$ cat config.mk
export PLATFORM = sky130hd
export DESIGN_NAME = task_deque_filtered_dequeue
export DESIGN_NICKNAME = d
export VERILOG_FILES = /design/src/hw/rtl/tdq_pkg.sv /design/src/hw/rtl/tdq_ctrl.sv /design/src/hw/rtl/tdq_dpath.sv /design/src/hw/rtl/task_deque_filtered_dequeue.sv
export VERILOG_INCLUDE_DIRS = /design/src /design/src/hw/rtl
export SDC_FILE = /design/constraint.sdc
export NUM_CORES = 1
export LEC_CHECK = 0
export ABC_AREA = 1
export BUFFER_PORTS_ARGS = -buffer_cell sky130_fd_sc_hd__buf_2
export CAP_MARGIN = 20
export CORE_MARGIN = 4
export CORE_UTILIZATION = 30
export DETAILED_ROUTE_END_ITERATION = 8
export PLACE_DENSITY = 0.42
export SLEW_MARGIN = 20
export SYNTH_ARGS = -nofsm -noshare
export SYNTH_HDL_FRONTEND = slang
export SYNTH_SLANG_ARGS = --single-unit
export TNS_END_PERCENT = 20
$ cat constraint.sdc
create_clock -name i_clk -period 5.3 [get_ports i_clk]
set_clock_uncertainty 0.05 [all_clocks]
set_input_delay 1.06 -clock i_clk [delete_from_list [all_inputs] [get_ports i_clk]]
set_output_delay 1.06 -clock i_clk [all_outputs]
set_load 0.02 [all_outputs]
$ cat src/hw/rtl/assert_macros.svh
// Assertion helpers shared by the RTL.
`ifndef ASSERT_MACROS_SVH
`define ASSERT_MACROS_SVH

// Check that an implication holds at every clock edge outside reset.
`define ASSERT_IMPL(label, clk, rst_n, ante, cons, msg) \
    label: assert property (@(posedge clk) disable iff (!rst_n) (ante) |-> (cons)) \
        else $error(msg);

// Check that an implication holds in the cycle after the antecedent.
`define ASSERT_NEXT(label, clk, rst_n, ante, cons, msg) \
    label: assert property (@(posedge clk) disable iff (!rst_n) (ante) |=> (cons)) \
        else $error(msg);

`endif

$ cat src/hw/rtl/tdq_pkg.sv
package tdq_pkg;

    localparam int Capacity = 16;
    localparam int IdBits   = 8;
    localparam int PosBits  = $clog2(Capacity);
    localparam int OccBits  = $clog2(Capacity + 1);

    typedef enum logic [2:0] {
        OP_PUSH_BACK  = 3'd0,
        OP_PUSH_FRONT = 3'd1,
        OP_POP_FRONT  = 3'd2,
        OP_POP_BACK   = 3'd3,
        OP_REMOVE_ID  = 3'd4,
        OP_TAKE_FRONT = 3'd5,
        OP_TAKE_BACK  = 3'd6,
        OP_NONE       = 3'd7
    } t_opcode;

    typedef enum logic [1:0] {
        ST_DONE  = 2'd0,
        ST_EMPTY = 2'd1,
        ST_FULL  = 2'd2,
        ST_RSVD  = 2'd3
    } t_status;

    typedef struct packed {
        logic [2:0] opcode;
        logic [7:0] entry_id;
        logic [3:0] entry_state;
        logic       entry_tied;
        logic [5:0] entry_proc;
        logic [3:0] want_state;
        logic [5:0] want_proc;
    } t_in_item;

    typedef struct packed {
        logic [1:0] status;
        logic [7:0] out_id;
        logic [3:0] out_state;
        logic       out_tied;
        logic [5:0] out_proc;
        logic [4:0] occupancy;
    } t_out_item;

    typedef struct packed {
        logic [IdBits-1:0] id;
        logic [3:0]        state;
        logic              tied;
        logic [5:0]        proc;
    } t_entry;

    // Controller to datapath.
    typedef struct packed {
        logic load;    // capture the input item
        logic exec;    // perform the operation and build the result
    } t_cmd;

endpackage

$ cat src/hw/rtl/tdq_ctrl.sv
module tdq_ctrl
    import tdq_pkg::*;
(
    input  logic i_clk,
    input  logic i_rst_n,
    input  logic i_in_valid,
    output logic o_in_stall,
    output logic o_out_valid,
    input  logic i_out_stall,
    output t_cmd o_cmd
);

    typedef enum logic [2:0] {
        S_IDLE = 3'b001,
        S_EXEC = 3'b010,
        S_OUT  = 3'b100
    } t_state;

    t_state r_state, n_state;

    always_comb begin
        n_state = r_state;
        case (r_state)
            S_IDLE: if (i_in_valid) n_state = S_EXEC;
            S_EXEC: n_state = S_OUT;
            S_OUT: begin
                if (!i_out_stall) n_state = i_in_valid ? S_EXEC : S_IDLE;
            end
            default: n_state = S_IDLE;
        endcase
    end

    always_ff @(posedge i_clk) begin
        if (!i_rst_n) r_state <= S_IDLE;
        else          r_state <= n_state;
    end

    // Take the next item when idle or as the current result leaves; hold off during reset.
    assign o_in_stall  = !i_rst_n ||
                         !((r_state == S_IDLE) || (r_state == S_OUT && !i_out_stall));
    assign o_out_valid = (r_state == S_OUT);
    assign o_cmd.load  = i_in_valid && !o_in_stall;
    assign o_cmd.exec  = (r_state == S_EXEC);

    `include "assert_macros.svh"
    `ASSERT_NEXT(a_load_exec, i_clk, i_rst_n, o_cmd.load, o_cmd.exec, "load without exec")
    `ASSERT_NEXT(a_exec_out, i_clk, i_rst_n, o_cmd.exec, o_out_valid, "exec without result")
    `ASSERT_IMPL(a_no_overlap, i_clk, i_rst_n, o_cmd.exec, !o_out_valid, "exec during output")

endmodule

$ cat src/hw/rtl/tdq_dpath.sv
module tdq_dpath
    import tdq_pkg::*;
(
    input  logic      i_clk,
    input  logic      i_rst_n,
    input  t_cmd      i_cmd,
    input  t_in_item  i_item,
    output t_out_item o_item
);

    t_entry            r_slot [Capacity];
    logic [OccBits-1:0] r_fill;
    t_in_item          r_req;
    t_out_item         r_res;
    t_out_item         n_res;

    logic [Capacity-1:0] hit;
    logic                found;
    logic [PosBits-1:0]  pos;
    logic                do_rm, do_push, full;
    t_entry              nw;
    t_opcode             op;

    assign op   = t_opcode'(r_req.opcode);
    assign full = (r_fill == OccBits'(Capacity));
    assign nw   = '{id: r_req.entry_id[IdBits-1:0], state: r_req.entry_state,
                    tied: r_req.entry_tied, proc: r_req.entry_proc};

    // Compare every live slot against the request.
    always_comb begin
        for (int k = 0; k < Capacity; k++) begin
            logic live, fits;
            live = (OccBits'(k) < r_fill);
            fits = (r_slot[k].state == r_req.want_state) &&
                   (!r_slot[k].tied || r_slot[k].proc == r_req.want_proc);
            case (op)
                OP_POP_FRONT:  hit[k] = live && (k == 0);
                OP_POP_BACK:   hit[k] = live && (OccBits'(k + 1) == r_fill);
                OP_REMOVE_ID:  hit[k] = live && (r_slot[k].id == r_req.entry_id[IdBits-1:0]);
                OP_TAKE_FRONT,
                OP_TAKE_BACK:  hit[k] = live && fits;
                default:       hit[k] = 1'b0;
            endcase
        end
    end

    // Priority pick from the chosen end.
    always_comb begin
        found = |hit;
        pos   = '0;
        if (op == OP_TAKE_BACK) begin
            for (int k = 0; k < Capacity; k++) if (hit[k]) pos = PosBits'(k);
        end else begin
            for (int k = Capacity - 1; k >= 0; k--) if (hit[k]) pos = PosBits'(k);
        end
    end

    assign do_rm   = i_cmd.exec && found;
    assign do_push = i_cmd.exec && !full &&
                     (op == OP_PUSH_BACK || op == OP_PUSH_FRONT);

    // Build the result of the current request.
    always_comb begin
        n_res           = '0;
        n_res.occupancy = 5'(r_fill);
        if (op == OP_PUSH_BACK || op == OP_PUSH_FRONT) begin
            if (full) begin
                n_res.status = ST_FULL;
            end else begin
                n_res.status    = ST_DONE;
                n_res.occupancy = 5'(r_fill + 1'b1);
            end
        end else if (found) begin
            n_res.status    = ST_DONE;
            n_res.out_id    = 8'(r_slot[pos].id);
            n_res.out_state = r_slot[pos].state;
            n_res.out_tied  = r_slot[pos].tied;
            n_res.out_proc  = r_slot[pos].proc;
            n_res.occupancy = 5'(r_fill - 1'b1);
        end else begin
            n_res.status = ST_EMPTY;
        end
    end

    always_ff @(posedge i_clk) begin
        if (i_cmd.load) r_req <= i_item;
        if (do_push) begin
            if (op == OP_PUSH_BACK) begin
                r_slot[r_fill[PosBits-1:0]] <= nw;
            end else begin
                for (int k = Capacity - 1; k > 0; k--) r_slot[k] <= r_slot[k-1];
                r_slot[0] <= nw;
            end
        end else if (do_rm) begin
            // Close the gap toward the front.
            for (int k = 0; k < Capacity - 1; k++)
                if (PosBits'(k) >= pos) r_slot[k] <= r_slot[k+1];
        end
        if (i_cmd.exec) r_res <= n_res;
    end

    always_ff @(posedge i_clk) begin
        if (!i_rst_n)     r_fill <= '0;
        else if (do_push) r_fill <= r_fill + 1'b1;
        else if (do_rm)   r_fill <= r_fill - 1'b1;
    end

    assign o_item = r_res;

    `include "assert_macros.svh"
    `ASSERT_IMPL(a_fill_max, i_clk, i_rst_n, 1'b1, r_fill <= OccBits'(Capacity), "fill overflow")
    `ASSERT_IMPL(a_rm_live, i_clk, i_rst_n, do_rm, OccBits'(pos) < r_fill, "removal past fill")
    `ASSERT_NEXT(a_push_grow, i_clk, i_rst_n, do_push, r_fill == $past(r_fill) + 1'b1,
                 "push did not grow fill")

endmodule

$ cat src/hw/rtl/task_deque_filtered_dequeue.sv
// Ordered ready queue of task descriptors, up to 16 entries, front at slot 0.
// Input channel: i_in_valid / o_in_stall with an i_in_item struct carrying
// opcode (push back/front, pop front/back, remove by id, filtered take from
// front or back), the descriptor to push and the wanted state/processor.
// Output channel: o_out_valid / i_out_stall with an o_out_item struct:
// status (done, empty or no match, full), the removed descriptor (zero when
// nothing was removed) and the occupancy after the operation.
// An accepted item is executed in state S_EXEC, which compares all slots in
// parallel, picks by priority and shifts the slot array; its result is then
// held in S_OUT. The next item is taken at the edge where the current result
// leaves, so no new item is taken while a result is still pending.
// A filtered take matches entries whose state equals the wanted state and
// that are untied or tied to the wanted processor.
// Reset (synchronous, active low) stalls the input, empties the queue and
// drops any pending result; slot contents are not cleared and are never read.
// While the receiver stalls the result is held and new items are stalled.
module task_deque_filtered_dequeue
    import tdq_pkg::*;
(
    input  logic      i_clk,
    input  logic      i_rst_n,
    input  logic      i_in_valid,
    output logic      o_in_stall,
    input  t_in_item  i_in_item,
    output logic      o_out_valid,
    input  logic      i_out_stall,
    output t_out_item o_out_item
);

    t_cmd cmd;

    // Sequence load, execute and hold.
    tdq_ctrl u_ctrl (
        .i_clk       (i_clk),
        .i_rst_n     (i_rst_n),
        .i_in_valid  (i_in_valid),
        .o_in_stall  (o_in_stall),
        .o_out_valid (o_out_valid),
        .i_out_stall (i_out_stall),
        .o_cmd       (cmd)
    );

    // Hold the slots and perform the operation.
    tdq_dpath u_dpath (
        .i_clk   (i_clk),
        .i_rst_n (i_rst_n),
        .i_cmd   (cmd),
        .i_item  (i_in_item),
        .o_item  (o_out_item)
    );

endmodule

==> out/summary.txt <==
top_reg_cell synth: edfxtp_1
fmax: 204 MHz
H-tree level count: 2
Die X: 300 um
Final Util: 34.7%
Post-layout nets: 3604
Synth Area in XOR/XNOR: 4.31%
Routed Antenna Nets: 0
CP arrival: 5130 ps
Layout fillers: 9136
layout cell share with drive strength beyond 1: 8.74%
Hold Path Origin: u_dpath.nw[10]
hold buffer count at CTS: 0
Synth Warn #: 0
Die H: 300 um
via density per instance: 5.28
Async SR Flop Fraction: 0%
Pleak: 12.7 nW
Crit Reg-Reg Endpoint: u_dpath.r_slot[2][15]
Tmin final: 4890 ps
CTS tree: done
peak supply drop: 208 uV
number of synthesized register bits: 370
Ant. Diodes: 0
Num Clock Sinks: 370
area share of the largest cell type after synthesis: 42.5%
setup TNS: 0 ps
clock latency at the later pin of the worst-skew pair: 620 ps
drt first-iter violations: 2579
row count: 106
Avg Cell Area, Syn: 7.20 um2
GP Congestion: 0.906
Slew HR: 38.9%
Register Area: 0.0110 mm2
hold path depth: 2
post-synthesis cell area: 0.0256 mm2
Post-Synth Simple-Gate Area: 27.9%
Slew Viols, Final: 0
initial antenna violation count: 4
FF-to-FF Start: u_dpath.r_req[3]
TritonCTS buffer count: 50
synth-to-layout area growth: 14.0%
unrepaired setup endpoints after global routing: no
Hold WS: 523 ps
register area share after synthesis: 43.1%
cell taking the most area after synthesis: edfxtp_1
cells on worst reg2reg path: 21
Finish-stage setup viols: 0
Worst Hold Endpoint: u_dpath.r_slot[0][10]
core footprint: 0.0841 mm2
post-synth net total: 3593
port bufs: 63
Critical Path Start Type: flip-flop
EDFF count, synth: 362
# IOs: 64
hpwl dp: 83500 um
clock-pin slew on the worst setup and hold paths: 60 ps
top cells by area, synth: edfxtp_1 (43%), nand2_1 (16%), o21ai_0 (8.5%)
Final period util: 92.3%
Yosys cell types: 48
largest net degree at the start of global routing: 98
Pwr per Cell Area: 253 mW/mm2
maximum buffer depth of the clock tree: 3
first-pass GRT wire length: 170000 um
die area: 0.0900 mm2
adder and majority gate portion of the synthesized area: 0.245%
drt drc: 0
mux cell area share after synthesis: 0.704%
crit path kind: reg -> reg
Max-Cap Viols: 0
Post-Route WL: 116000 um
Pre-Repair DR Iteration Count: 6
gr ovfl total: 0
post-synthesis compound-gate area fraction: 13.9%
post-route non-filler standard cell count: 4737
run status: finished clean
Least-Margin Pin Slew: 916 ps
Root Buffer: clkbuf_16
Placed Cells: 4645
critical path capture point type: flip-flop
via count: 25000
CP required: 5540 ps
Post-Synthesis Cells: 3552
CP max FO: 39
routed length per placed instance: 24.5 um
Total GRT Usage: 25.3%
Hold WC Path Type: reg -> reg
largest family of logic cells by synthesized area: simple AND/OR/NAND/NOR gates
Hold Vio Cnt, Final: 0
Initial Util: 30.4%
R2R Setup Slk: 410 ps
post-CTS sizing: 0
multi-input logic area: 0.0122 mm2
Setup Buffers After CTS: 0
vias in the first global route: 24000
==> logic make-up after synthesis <==
kind of cell / after synthesis
AOI/OAI and AO/OA: 680
xor gates and xnor gates: 126
adders and majority gates: 5
buffers and inverters: 623
DFF: 370
muxes: 18
and+or+nand+nor: 1730
==> how the worst max path moves through the flow <==
stage	startpoint	cells past startpoint	slack, ps	endpoint
after floorplan	u_ctrl.r_state[2]	3	540	u_dpath.r_slot[12][0]
after global placement	u_dpath.r_req[0]	27	460	u_dpath.o_item[17]
after detailed placement	u_dpath.r_req[0]	21	430	u_dpath.r_slot[2][16]
after CTS	u_dpath.r_req[0]	21	390	u_dpath.r_slot[2][15]
after global routing	u_dpath.r_req[0]	24	110	u_dpath.r_slot[2][3]
final	u_dpath.r_req[3]	21	410	u_dpath.r_slot[2][15]
==> layout by cell type (no fill, tap or decap), types with 5 or more instances in the layout <==
master        n
clkinv_2      9
o2111ai_1     5
a21oi_1     130
nor3_1       32
dfxtp_1       8
clkbuf_1     11
buf_4       101
nand2_1    1069
or2_2         5
clkinv_1     13
buf_12       19
clkbuf_16    51
inv_2        21
mux2i_1      18
o21ai_0     430
nor2_2        6
nor2_1      262
edfxtp_1    362
ha_1          5
nand4_1      22
o211ai_1      6
o21ai_1      57
o22ai_1      21
nand3_1     283
buf_2        63
inv_1       375
xnor2_1      69
nor4_1       32
xor2_1       57
==> cells in the mapped netlist (all sizes together), types with 18 or more instances <==
library cell,instances
o21ai,492
o22ai,21
xor2,57
clkbuf,104
edfxtp,362
nand2,1076
nand3,284
inv,398
nor3,33
mux2i,18
xnor2,69
nor2,275
buf,120
nand4,22
nor4,32
a21oi,131
==> registers in the layout, indices dropped and copies added, names as in the netlist <==
name            cells
u_ctrl.r_state      3
u_dpath.o_item     26
u_dpath.r_fill      5
u_dpath.r_slot    304
u_dpath.r_req      10
u_dpath.nw         19
u_dpath.op          3
==> critical path: stages, from the launching register on <==
cell	delay (ps)
edfxtp_1	410
inv_2	340
nor2_1	80
nor4_1	630
nand3_1	220
nand2_1	190
nand2_1	80
nor2_1	280
o21ai_1	160
nand2_1	130
nor2_1	80
nand2_1	110
nor2_2	90
nor2_8	210
inv_2	100
nor2_8	110
inv_2	60
nor2_4	110
buf_4	400
nand2_2	240
o211ai_1	240
buf_12	230
==> through the flow <==
stage               cell area [um2]  power, mW  setup WS (ps)
floorplan                     25600       3.77            539
CTS                           29200       7.41            391
finish                        29200       7.37            407
global route                  29200       7.61            111
detailed placement            27600       4.05            432
global placement              27600       4.05            458
==> power by group <==
group	switching, mW	leakage, nW	internal [mW]
clock network	1.42	0.761	1.95
logic	0.490	8.61	0.214
registers	0.0411	3.37	3.25
==> cell type report <==
type                    instances  area share, %
clock buffers                  62           4.52
clock inverters                30          0.871
inverters                     399           5.16
multi-input cells            2559           41.8
flip-flops and latches        370           37.8
well taps                    1134           4.86
repair buffers                183           4.98
==> per-layer routing <==
| layer | wire [um] | part of all wire, % | global-route usage (%) | up-vias |
|---|---|---|---|---|
| li1 | - | - | - | 11700 |
| met1 | 52900 | 46 | 36.3 | 12200 |
| met2 | 52700 | 45 | 40.5 | 955 |
| met3 | 7030 | 6.0 | 2.39 | 160 |
| met4 | 3540 | 3.0 | 7.39 | 0 |
| met5 | 0 | 0 | 0 | - |
No activity file was read; power rests on OpenSTA's default activity.
